**config.mk**
```make
export PLATFORM = sky130hd
export DESIGN_NAME = sprite_row_rle_decoder_core
export DESIGN_NICKNAME = d
export VERILOG_FILES = /design/src/rtl/srrle_pkg.sv /design/src/rtl/sprite_row_rle_decoder_core.sv /design/src/rtl/srrle_datapath.sv /design/src/rtl/srrle_controller.sv
export SDC_FILE = /design/constraint.sdc
export NUM_CORES = 1
export LEC_CHECK = 0
export BUFFER_PORTS_ARGS = -buffer_cell sky130_fd_sc_hd__clkbuf_2
export CAP_MARGIN = 20
export CORE_UTILIZATION = 26
export DETAILED_ROUTE_END_ITERATION = 8
export PLACE_DENSITY_LB_ADDON = 0.1
export SYNTH_ARGS = -nofsm -noshare
export SYNTH_HDL_FRONTEND = slang
export SYNTH_SLANG_ARGS = --single-unit
```
**constraint.sdc**
```tcl
create_clock -name clock -period 8.88 [get_ports clock]
set_input_delay 0.444 -clock clock [delete_from_list [all_inputs] [get_ports clock]]
set_output_delay 0.444 -clock clock [all_outputs]
set_load 0.1 [all_outputs]
```
**src/rtl/srrle_pkg.sv**
```systemverilog
`default_nettype none

package srrle_pkg;

   // Largest frame dimension that the decoder honours.
   localparam int MAX_DIM = 256;

   localparam int BYTE_W   = 8;
   localparam int DIM_W    = 9;
   localparam int STRIDE_W = 13;
   localparam int ADDR_W   = 20;
   localparam int COUNT_W  = 6;
   localparam int SKIP_W   = 7;
   localparam int PROD_W   = DIM_W + STRIDE_W;
   localparam int CSR_IDX_W  = 2;
   localparam int CSR_DATA_W = STRIDE_W;

   // Run byte flags.
   localparam logic [BYTE_W-1:0] FLAG_SKIP   = 8'h80;
   localparam logic [BYTE_W-1:0] FLAG_REPEAT = 8'h40;

   // Register indexes of the configuration port.
   localparam logic [CSR_IDX_W-1:0] CSR_FRAME_WIDTH  = 2'd0;
   localparam logic [CSR_IDX_W-1:0] CSR_FRAME_HEIGHT = 2'd1;
   localparam logic [CSR_IDX_W-1:0] CSR_ROW_STRIDE   = 2'd2;

   localparam logic [DIM_W-1:0]    RESET_FRAME_WIDTH  = 9'd1;
   localparam logic [DIM_W-1:0]    RESET_FRAME_HEIGHT = 9'd1;
   localparam logic [STRIDE_W-1:0] RESET_ROW_STRIDE   = 13'd256;

   // Commands from the controller to the datapath; at most one action is set per cycle,
   // frame_clear may accompany any of the byte actions.
   typedef struct packed {
      logic frame_clear;
      logic skip;
      logic load_repeat;
      logic load_literal;
      logic start_repeat;
      logic lit_take;
      logic drop_take;
      logic emit;
   } cmd_type;

   // Status from the datapath to the controller.
   typedef struct packed {
      logic slot_free;
      logic frame_done;
      logic byte_skip;
      logic byte_repeat;
      logic byte_nonzero;
      logic lit_row_end;
      logic lit_one;
      logic rep_cnt_zero;
      logic emit_last;
   } status_type;

   // Width and height are held to 1..MAX_DIM when used.
   function automatic logic [DIM_W-1:0] clamp_dim(input logic [DIM_W-1:0] v);
      logic [DIM_W-1:0] r;
      if (v == '0) begin
         r = DIM_W'(1);
      end else if (int'(v) > MAX_DIM) begin
         r = DIM_W'(MAX_DIM);
      end else begin
         r = v;
      end
      return r;
   endfunction

endpackage

`default_nettype wire

```
**src/rtl/sprite_row_rle_decoder_core.sv**
```systemverilog
// Sprite row run-length decoder.
// Requests carry one encoded byte each (req_rle_byte) together with req_frame_start, which
// marks the first byte of a frame and returns row, column and decoding state to their start.
// Each pixel written comes out as one result on the rsp_ channel: the buffer address
// (row * stride + column), the palette index and a flag on the last pixel that a byte causes.
// Frame width, frame height and row stride are set through the csr_ write port; the user
// must write them only while idle, which the block does not enforce. A literal's pixel is
// in the output register from the accepting edge on; a repeat run's pixels come from the
// ST_EMIT state. Unless the receiver stalls, run, skip and literal bytes go at one per
// cycle, so literal pixels stream at one per cycle; a repeat colour byte holds off requests
// while the shared output register writes out the N pixels of the clipped run, one a cycle.
// A request is taken while a result waits only if that result is being taken in the same
// cycle. When the receiver stalls, the result holds and requests are stalled in turn.
// Reset clears the decoding state, empties the output register and loads the registers
// with width 1, height 1 and stride 256; no clearing pass is needed.
`default_nettype none

module sprite_row_rle_decoder_core
   import srrle_pkg::*;
(
   input  wire logic                  clock,
   input  wire logic                  reset,
   input  wire logic                  req_valid,
   output logic                       req_stall,
   input  wire logic [BYTE_W-1:0]     req_rle_byte,
   input  wire logic                  req_frame_start,
   output logic                       rsp_valid,
   input  wire logic                  rsp_stall,
   output logic [ADDR_W-1:0]          rsp_pixel_address,
   output logic [BYTE_W-1:0]          rsp_color_index,
   output logic                       rsp_run_last,
   input  wire logic                  csr_write_enable,
   input  wire logic [CSR_IDX_W-1:0]  csr_index,
   input  wire logic [CSR_DATA_W-1:0] csr_write_data
);

   cmd_type    cmd;
   status_type status;

   // The controller sequences the byte phases and repeat runs.
   srrle_controller u_controller (
      .clock           (clock),
      .reset           (reset),
      .req_valid       (req_valid),
      .req_frame_start (req_frame_start),
      .req_stall       (req_stall),
      .status          (status),
      .cmd             (cmd)
   );

   // The datapath holds the counters, the registers and the output register.
   srrle_datapath u_datapath (
      .clock             (clock),
      .reset             (reset),
      .cmd               (cmd),
      .status            (status),
      .req_rle_byte      (req_rle_byte),
      .req_frame_start   (req_frame_start),
      .csr_write_enable  (csr_write_enable),
      .csr_index         (csr_index),
      .csr_write_data    (csr_write_data),
      .rsp_valid         (rsp_valid),
      .rsp_stall         (rsp_stall),
      .rsp_pixel_address (rsp_pixel_address),
      .rsp_color_index   (rsp_color_index),
      .rsp_run_last      (rsp_run_last)
   );

   // A request is never taken while a finished pixel is held up by the receiver.
   assert property (@(posedge clock) disable iff (reset)
      !(req_valid && !req_stall && rsp_valid && rsp_stall))
      else $error("request accepted while the output register was blocked");

   // The output register is empty in the cycle after reset.
   assert property (@(posedge clock) !reset && $past(reset) |-> !rsp_valid)
      else $error("result shown straight after reset");

   // Within a repeat run the next pixel follows without a gap.
   assert property (@(posedge clock) disable iff (reset)
      rsp_valid && !rsp_stall && !rsp_run_last |=> rsp_valid)
      else $error("gap inside a repeat run");

   // Consecutive pixels of a repeat run lie at consecutive addresses.
   assert property (@(posedge clock) disable iff (reset)
      rsp_valid && !rsp_stall && !rsp_run_last
         |=> rsp_pixel_address == $past(rsp_pixel_address) + ADDR_W'(1))
      else $error("repeat run address did not step by one");

endmodule

`default_nettype wire

```
**src/rtl/srrle_datapath.sv**
```systemverilog
`default_nettype none

module srrle_datapath
   import srrle_pkg::*;
(
   input  wire logic                  clock,
   input  wire logic                  reset,
   input  wire cmd_type               cmd,
   output status_type                 status,
   input  wire logic [BYTE_W-1:0]     req_rle_byte,
   input  wire logic                  req_frame_start,
   input  wire logic                  csr_write_enable,
   input  wire logic [CSR_IDX_W-1:0]  csr_index,
   input  wire logic [CSR_DATA_W-1:0] csr_write_data,
   output logic                       rsp_valid,
   input  wire logic                  rsp_stall,
   output logic [ADDR_W-1:0]          rsp_pixel_address,
   output logic [BYTE_W-1:0]          rsp_color_index,
   output logic                       rsp_run_last
);

   logic [DIM_W-1:0]    frame_width_ff;
   logic [DIM_W-1:0]    frame_height_ff;
   logic [STRIDE_W-1:0] row_stride_ff;

   logic [DIM_W-1:0]    column_ff, column_in;
   logic [DIM_W-1:0]    row_ff, row_in;
   logic [COUNT_W-1:0]  literals_left_ff, literals_left_in;
   logic [COUNT_W-1:0]  repeat_length_ff, repeat_length_in;
   logic [BYTE_W-1:0]   color_ff;

   logic                rsp_valid_ff;
   logic [ADDR_W-1:0]   rsp_pixel_address_ff;
   logic [BYTE_W-1:0]   rsp_color_index_ff;
   logic                rsp_run_last_ff;

   logic [DIM_W-1:0]    width_eff;
   logic [DIM_W-1:0]    height_eff;
   logic [DIM_W-1:0]    col_cur;
   logic [DIM_W-1:0]    row_cur;
   logic [DIM_W-1:0]    room;
   logic [DIM_W-1:0]    skip_len;
   logic [DIM_W-1:0]    skip_amt;
   logic [DIM_W-1:0]    rep_cnt;
   logic [DIM_W:0]      col_sum;
   logic                advance;
   logic                pixel_out;
   logic [PROD_W-1:0]   row_base;
   logic [PROD_W-1:0]   addr_sum;

   assign width_eff  = clamp_dim(frame_width_ff);
   assign height_eff = clamp_dim(frame_height_ff);
   assign col_cur    = cmd.frame_clear ? '0 : column_ff;
   assign row_cur    = cmd.frame_clear ? '0 : row_ff;
   assign room       = (col_cur < width_eff) ? (width_eff - col_cur) : '0;
   assign skip_len   = DIM_W'(req_rle_byte[SKIP_W-1:0]);
   assign skip_amt   = (skip_len < room) ? skip_len : room;
   assign rep_cnt    = (DIM_W'(repeat_length_ff) < room) ? DIM_W'(repeat_length_ff) : room;

   assign status.slot_free    = !rsp_valid_ff || !rsp_stall;
   assign status.frame_done   = !req_frame_start && (row_ff >= height_eff);
   assign status.byte_skip    = (req_rle_byte & FLAG_SKIP) != '0;
   assign status.byte_repeat  = (req_rle_byte & FLAG_REPEAT) != '0;
   assign status.byte_nonzero = req_rle_byte != '0;
   assign status.lit_row_end  = ({1'b0, column_ff} + (DIM_W+1)'(1)) >= {1'b0, width_eff};
   assign status.lit_one      = literals_left_ff == COUNT_W'(1);
   assign status.rep_cnt_zero = rep_cnt == '0;
   assign status.emit_last    = repeat_length_ff == COUNT_W'(1);

   // Pixel address is row * stride + column, wrapped to the address width.
   assign row_base  = PROD_W'(row_ff) * PROD_W'(row_stride_ff);
   assign addr_sum  = row_base + PROD_W'(column_ff);
   assign pixel_out = (cmd.lit_take && (room != '0)) || cmd.emit;

   always_comb begin
      column_in        = column_ff;
      row_in           = row_ff;
      literals_left_in = literals_left_ff;
      repeat_length_in = repeat_length_ff;
      col_sum          = {1'b0, column_ff};
      advance          = 1'b0;
      if (cmd.frame_clear) begin
         column_in        = '0;
         row_in           = '0;
         literals_left_in = '0;
         repeat_length_in = '0;
      end
      if (cmd.skip) begin
         col_sum = {1'b0, col_cur} + {1'b0, skip_amt};
         advance = 1'b1;
      end
      if (cmd.load_repeat) begin
         repeat_length_in = req_rle_byte[COUNT_W-1:0];
      end
      if (cmd.load_literal) begin
         literals_left_in = req_rle_byte[COUNT_W-1:0];
      end
      if (cmd.start_repeat) begin
         // The remaining count now holds the clipped run length.
         repeat_length_in = rep_cnt[COUNT_W-1:0];
         advance          = rep_cnt == '0;
      end
      if (cmd.lit_take) begin
         col_sum          = {1'b0, column_ff} + (DIM_W+1)'(room != '0);
         advance          = 1'b1;
         literals_left_in = literals_left_ff - COUNT_W'(1);
      end
      if (cmd.drop_take) begin
         literals_left_in = literals_left_ff - COUNT_W'(1);
      end
      if (cmd.emit) begin
         col_sum          = {1'b0, column_ff} + (DIM_W+1)'(1);
         advance          = 1'b1;
         repeat_length_in = repeat_length_ff - COUNT_W'(1);
      end
      if (advance) begin
         if (col_sum >= {1'b0, width_eff}) begin
            column_in = '0;
            row_in    = row_cur + DIM_W'(1);
         end else begin
            column_in = col_sum[DIM_W-1:0];
         end
      end
   end

   always_ff @(posedge clock) begin
      if (reset) begin
         frame_width_ff   <= RESET_FRAME_WIDTH;
         frame_height_ff  <= RESET_FRAME_HEIGHT;
         row_stride_ff    <= RESET_ROW_STRIDE;
         column_ff        <= '0;
         row_ff           <= '0;
         literals_left_ff <= '0;
         repeat_length_ff <= '0;
         rsp_valid_ff     <= 1'b0;
      end else begin
         if (csr_write_enable) begin
            case (csr_index)
               CSR_FRAME_WIDTH: begin
                  frame_width_ff <= csr_write_data[DIM_W-1:0];
               end
               CSR_FRAME_HEIGHT: begin
                  frame_height_ff <= csr_write_data[DIM_W-1:0];
               end
               CSR_ROW_STRIDE: begin
                  row_stride_ff <= csr_write_data;
               end
               default: begin
               end
            endcase
         end
         column_ff        <= column_in;
         row_ff           <= row_in;
         literals_left_ff <= literals_left_in;
         repeat_length_ff <= repeat_length_in;
         if (pixel_out) begin
            rsp_valid_ff <= 1'b1;
         end else if (!rsp_stall) begin
            rsp_valid_ff <= 1'b0;
         end
      end
   end

   always_ff @(posedge clock) begin
      if (cmd.start_repeat) begin
         color_ff <= req_rle_byte;
      end
      if (pixel_out) begin
         rsp_pixel_address_ff <= addr_sum[ADDR_W-1:0];
         rsp_color_index_ff   <= cmd.emit ? color_ff : req_rle_byte;
         rsp_run_last_ff      <= cmd.emit ? status.emit_last : 1'b1;
      end
   end

   assign rsp_valid         = rsp_valid_ff;
   assign rsp_pixel_address = rsp_pixel_address_ff;
   assign rsp_color_index   = rsp_color_index_ff;
   assign rsp_run_last      = rsp_run_last_ff;

endmodule

`default_nettype wire

```
**src/rtl/srrle_controller.sv**
```systemverilog
`default_nettype none

module srrle_controller
   import srrle_pkg::*;
(
   input  wire logic       clock,
   input  wire logic       reset,
   input  wire logic       req_valid,
   input  wire logic       req_frame_start,
   output logic            req_stall,
   input  wire status_type status,
   output cmd_type         cmd
);

   typedef enum logic [2:0] {
      ST_RUN,
      ST_COLOR,
      ST_LIT,
      ST_DROP,
      ST_EMIT
   } state_type;

   state_type state_ff, state_in;
   state_type state_eff;
   logic      accept;

   // Requests wait while a repeat run is being written out or the result slot is full.
   assign req_stall = (state_ff == ST_EMIT) || !status.slot_free;
   assign accept    = req_valid && !req_stall;
   assign state_eff = req_frame_start ? ST_RUN : state_ff;

   always_comb begin
      cmd      = '0;
      state_in = state_ff;
      if (state_ff == ST_EMIT) begin
         if (status.slot_free) begin
            cmd.emit = 1'b1;
            if (status.emit_last) begin
               state_in = ST_RUN;
            end
         end
      end else if (accept) begin
         cmd.frame_clear = req_frame_start;
         state_in        = state_eff;
         if (!status.frame_done) begin
            case (state_eff)
               ST_RUN: begin
                  if (status.byte_skip) begin
                     cmd.skip = 1'b1;
                  end else if (status.byte_repeat) begin
                     cmd.load_repeat = 1'b1;
                     state_in        = ST_COLOR;
                  end else if (status.byte_nonzero) begin
                     cmd.load_literal = 1'b1;
                     state_in         = ST_LIT;
                  end
               end
               ST_COLOR: begin
                  cmd.start_repeat = 1'b1;
                  state_in         = status.rep_cnt_zero ? ST_RUN : ST_EMIT;
               end
               ST_LIT: begin
                  cmd.lit_take = 1'b1;
                  if (status.lit_row_end) begin
                     state_in = status.lit_one ? ST_RUN : ST_DROP;
                  end else if (status.lit_one) begin
                     state_in = ST_RUN;
                  end
               end
               ST_DROP: begin
                  cmd.drop_take = 1'b1;
                  if (status.lit_one) begin
                     state_in = ST_RUN;
                  end
               end
               default: begin
                  state_in = ST_RUN;
               end
            endcase
         end
      end
   end

   always_ff @(posedge clock) begin
      if (reset) begin
         state_ff <= ST_RUN;
      end else begin
         state_ff <= state_in;
      end
   end

endmodule

`default_nettype wire

```
==> results of run 1 <==
final timing paths:
kind	end	slack [ps]	startpoint
setup / recovery	u_datapath.column_ff[1]	720	u_controller.state_ff[0]
hold / removal	u_datapath.row_stride_ff[10]	280	csr_write_data[10]
setup reg to reg	u_datapath.column_ff[1]	720	u_controller.state_ff[0]
hold reg to reg	u_datapath.literals_left_ff[4]	480	u_datapath.literals_left_ff[4]
state kept, by name (all words and copies together) (netlist names):
name	count
u_datapath.rsp_pixel_address	20
u_controller.state_ff	3
u_datapath.rsp_valid	1
u_datapath.literals_left_ff	6
u_datapath.rsp_run_last	1
u_datapath.row_ff	9
u_datapath.repeat_length_ff	6
u_datapath.frame_height_ff	9
u_datapath.rsp_color_index	8
u_datapath.column_ff	9
u_datapath.frame_width_ff	9
u_datapath.row_stride_ff	13
u_datapath.color_ff	8
per-stage QoR:
step | cells | power, mW
after floorplan | 1241 | 0.892
after CTS | 1795 | 1.50
after detailed placement | 1779 | 1.04
after global routing | 1795 | 1.58
after global placement | 1778 | 1.04
final | 1795 | 1.48
cells by family (layout without fill, tap and decap cells):
kind of cell / after synthesis / after routing / synth area share
AO/OA/AOI/OAI: 246 / 246 / 0.156
XOR/XNOR: 42 / 42 / 0.0346
adder cells (fa/ha/maj): 201 / 201 / 0.296
buffers and inverters: 176 / 205 / 0.0655
flip-flops: 102 / 102 / 0.227
multiplexers: 26 / 26 / 0.0249
other: 1 / 2 / 0.000352
AND/OR/NAND/NOR: 446 / 446 / 0.196
area by class of cell:
| class | count | area [sq um] |
|---|---|---|
| fillers | 4266 | 28300 |
| well taps | 525 | 657 |
| inverters | 119 | 447 |
| multi-input cells | 963 | 7560 |
| repair buffers | 70 | 378 |
| clock inverters | 6 | 75.1 |
| flip-flops and latches | 102 | 2410 |
| clock buffers | 10 | 229 |
cells in the final DEF (no fill, tap or decap), types with 4 or more instances in the layout:
cell,n
nor4_1,7
or3_1,10
o21a_1,14
a211oi_1,9
nor3b_1,4
inv_1,117
mux2_2,4
fa_1,84
a21oi_1,71
o211ai_1,6
nand4_1,4
dfxtp_1,65
a221oi_1,7
a311oi_2,4
and2_1,42
nand2b_1,9
xor2_1,10
o21ai_0,41
ha_1,117
clkbuf_16,9
a21o_1,18
edfxtp_1,37
o22ai_1,4
a211o_1,6
nor2_1,75
nand2_1,201
xnor2_1,32
and3_1,11
nor2b_1,5
a31oi_1,16
nand3b_1,5
o21bai_1,5
nor3_1,28
nand3_1,24
mux2i_1,22
o2111ai_1,9
clkbuf_2,59
buf_4,11
routing by layer:
metal,wire length (microns),vias up,track usage
met2,13100,146,0.234
met5,0,-,0
met3,981,26,0.0220
met1,16800,4172,0.237
met4,512,0,0.0477
li1,-,4304,-
power by group:
part	switching [mW]	internal, mW
registers	0.0300	0.499
clock network	0.220	0.224
logic	0.316	0.187
worst max-delay path, delay by kind of cell, from the launching register on:
| kind | cells | cell delay (ps) |
|---|---|---|
| AO/OA/AOI/OAI | 15 | 2790 |
| AND/OR/NAND/NOR | 10 | 2190 |
| adder cells (fa/ha/maj) | 6 | 1890 |
| buffers and inverters | 4 | 510 |
| flip-flops | 1 | 380 |
| XOR/XNOR | 2 | 320 |
==> impl_metrics.ini, run 1 <==
[synth]
synth_cell_types = 81
yosysWarningCount = 0
synth_edf_count = 37
synth_most_common_cell = nand2_1
synthFlopType = dfxtp_1
synthTopCellsByArea = fa_1, ha_1, dfxtp_1
ys_ff_latch = 102
syn_area_per_cell_sq_um = 8.58
ys_top_cells_by_count = nand2_1, ha_1, inv_1, fa_1, nor2_1
synth_seq_area_share = 0.227
synthCells = 1240
async_reset_ff_frac = 0
synth_top_area_cell = fa_1
synth_area_sq_um = 10600
netlist.area_leader.share = 0.158

[floorplan]
start_util = 0.265
dieHeight_microns = 204
design.portCount = 60
floorplan.die.width_microns = 204
core_area_sq_um = 40100
dieArea_sq_um = 41800
num_rows = 73

[timing]
setup_viol = 0
max_clock_freq_mhz = 123
hold_viol = 0
finalSetupTns_ps = 0
worst_pin_slew_ps = 1120
layout_setup_ws_ps = 718
post-route-min-period_ps = 8160
fin_hold_ws_ps = 277
slew_headroom = 0.251
slew_viol_final = 0
finClkSkew_ps = 16.2
rsz0062_at_grt = no
post-route-period-util = 0.919

[job]
maxCapViolations = 0

[pwr]
ir_drop_uv = 92.5
power_density_nw_per_um2 = 126
leakagePower_nw = 5.48

[cts]
cts.sinks = 102
postCtsHoldBufs = 0
clockRootBuffer = clkbuf_16
cts.clk_slew.worst_paths_ps = 80
numCtsBuffers = 9
clock_path_buffers = 2
h-tree-depth = 3
clk_latency_ps = 390
cts_resized = 0
cts_setup_buffers = 0
tritoncts = yes

[finish]
drive_above_1_share = 0.0929
syn2layout_area_growth_pct = 10.5
nets = 1495
final_area_sq_um = 11800
antennaDiodeCount = 0
fin_util = 0.293

[global_route]
antenna_found_initial = 0
grt_overflow = 0
grt_pass1_wl_microns = 50700
grt_max_degree = 62
grtUsageTotal = 0.159
grt_pass1_vias = 8821

[worst_setup_path]
slowest_delay_ps = 480
critPathSlowestCell = or3_4
path_class = flop to flop
crit_required_ps = 9170
cp.arrival_ps = 8450
cpMostUsedCell = ha_1
reg2reg_depth = 37
critPathMaxFanout = 16
end_kind = flop
start_kind = flop

[placed_design]
dp_hpwl_microns = 24400
dpl-instance-area_sq_um = 11400
place.gp.congestion = 0.835
port_buffers = 59
post-place-ws_ps = 260

[route]
wl_microns = 31400
ant_nets = 0
wl_per_cell_microns = 17.5
vias_per_cell = 4.82
first_iter_violations = 490
vias = 8648
dr.pass1.iters = 4
route.detailed.drc = 0

[hold_path]
min_path_cells = 3
hp-class = primary input to flop

[run_status]
status = completed
(Power assumes the default switching activity.)
==> run 2, diff against run 1 <==
--- a/config.mk
+++ b/config.mk
@@ -5,11 +5,11 @@
 export SDC_FILE = /design/constraint.sdc
 export NUM_CORES = 1
 export LEC_CHECK = 0
-export BUFFER_PORTS_ARGS = -buffer_cell sky130_fd_sc_hd__clkbuf_2
+export BUFFER_PORTS_ARGS = -buffer_cell sky130_fd_sc_hd__buf_2
 export CAP_MARGIN = 20
 export CORE_UTILIZATION = 26
 export DETAILED_ROUTE_END_ITERATION = 8
-export PLACE_DENSITY_LB_ADDON = 0.1
+export MAX_ROUTING_LAYER = met4
 export SYNTH_ARGS = -nofsm -noshare
 export SYNTH_HDL_FRONTEND = slang
 export SYNTH_SLANG_ARGS = --single-unit
==> impl_metrics.ini, run 2 (synthesis gave the netlist of run 1 again) <==
[placed_design]
place.gp.congestion = 0.929
dp_cells = 1780
dp_hpwl_microns = 22100
port_buffers = 59
post-place-ws_ps = 310

[timing]
layout_setup_ws_ps = 643
post-route-min-period_ps = 8240
post-route-period-util = 0.928
slew_viol_final = 0
finClkSkew_ps = 17.0
worst_pin_slew_ps = 1000
setup_viol = 0
rsz0062_at_grt = no
max_clock_freq_mhz = 121
hold_viol = 0
finalSetupTns_ps = 0
slew_headroom = 0.329

[run_status]
status = completed

[worst_setup_path]
cp-startpoint = u_controller.state_ff[0]
reg2reg_from = u_controller.state_ff[0]
reg2reg_to = u_datapath.column_ff[7]
slowest_delay_ps = 450
end_kind = flop
crit_required_ps = 9150
reg2reg_depth = 34
cp.arrival_ps = 8510
crit_end = u_datapath.column_ff[7]
critPathSlowestCell = ha_2
ff2ff_setup_slack_ps = 640
critPathMaxFanout = 13
start_kind = flop
path_class = flop to flop

[finish]
final_common_cell = nand2_1
fin_cells = 1796
antennaDiodeCount = 0
nets = 1496
final_cell_mix = nand2_1, inv_1, ha_1
largest_reg_flops = 20
syn2layout_area_growth_pct = 10.6
fin_util = 0.294
drive_above_1_share = 0.0936

[pwr]
leakagePower_nw = 5.47
power_density_nw_per_um2 = 123
ir_drop_uv = 98.1
power_mw = 1.45

[cts]
cts.clk_slew.worst_paths_ps = 80
cts_setup_buffers = 0
clk_latency_ps = 370
clockRootBuffer = clkbuf_16
clock_path_buffers = 2
h-tree-depth = 3
tritoncts = yes
cts.sinks = 102
numCtsBuffers = 9

[global_route]
grt_overflow = 0
grt_pass1_vias = 8732
grt_use_met3 = 0.0217
grt_max_degree = 62
grt_pass1_wl_microns = 45900
busiest_layer = met2
use_met2 = 0.221
met1_usage = 0.190
antenna_found_initial = 0
grtUsageTotal = 0.142

[floorplan]
floorplan.die.width_microns = 204
start_util = 0.265
dieHeight_microns = 204
design.portCount = 60
core_area_sq_um = 40100
num_rows = 73
dieArea_sq_um = 41800

[route]
vias = 8801
vias_per_cell = 4.90
route.detailed.drc = 0
dr.pass1.iters = 5
wl_microns = 28100
ant_nets = 0
first_iter_violations = 620
wl_per_cell_microns = 15.6

[job]
maxCapViolations = 0

[hold_path]
hp-class = primary input to flop
-- run 2: changes by cell type in the layout (fill, tap and decap cells not counted), sizes merged --
cell	before	now
buf	11	71
bufinv	1	0
clkbuf	69	10
clkinv	2	3
-- run 2: what timing repair did --
action / 4_1_cts / 5_1_grt
setup endpoints to repair: 0 / 16
hold buffers: 0 / 0
resized for setup: 0 / 4
-- run 2: worst min path at each step --
stage          cells past startpoint                            from  slack, ps                             end
2_1_floorplan                      1   u_datapath.frame_height_ff[0]        440   u_datapath.frame_height_ff[0]
3_3_place_gp                       2  u_datapath.literals_left_ff[4]        470  u_datapath.literals_left_ff[4]
3_5_place_dp                       1   u_datapath.frame_height_ff[0]        470   u_datapath.frame_height_ff[0]
4_1_cts                            3               csr_write_data[9]        300     u_datapath.row_stride_ff[9]
5_1_grt                            3              csr_write_data[12]        310    u_datapath.row_stride_ff[12]
6_report                           3              csr_write_data[12]        310    u_datapath.row_stride_ff[12]
-- run 2: report_power, final --
part / internal, mW / switching (mW) / total (mW)
clock network: 0.216 / 0.213 / 0.428
logic: 0.189 / 0.310 / 0.499
registers: 0.499 / 0.0278 / 0.527
-- run 2: layer usage --
metal / wire, microns / vias to the layer above
li1: - / 4313
met1: 13400 / 4221
met2: 12900 / 221
met3: 1200 / 46
met4: 607 / 0
met5: 0 / -
-- run 2: cell type report --
class,count,area [sq um]
clock buffers,10,250
clock inverters,6,58.8
fillers,4275,28300
inverters,119,447
multi-input cells,963,7560
flip-flops and latches,102,2410
well taps,525,657
repair buffers,71,385
-- run 2: critical path: cells and delay by family, from the launching register on --
kind,cells,cell delay [ps]
flip-flops,1,380
buffers and inverters,3,610
XOR/XNOR,1,160
adder cells (fa/ha/maj),5,1610
AO/OA/AOI/OAI,16,3080
AND/OR/NAND/NOR,9,2300
-- run 2: per-stage QoR --
| step | instance area [sq um] | hold slack [ps] |
|---|---|---|
| after CTS | 11800 | 303 |
| after global placement | 11400 | 469 |
| final | 11800 | 310 |
| after global routing | 11800 | 315 |
| after floorplan | 10600 | 436 |
| after detailed placement | 11400 | 472 |
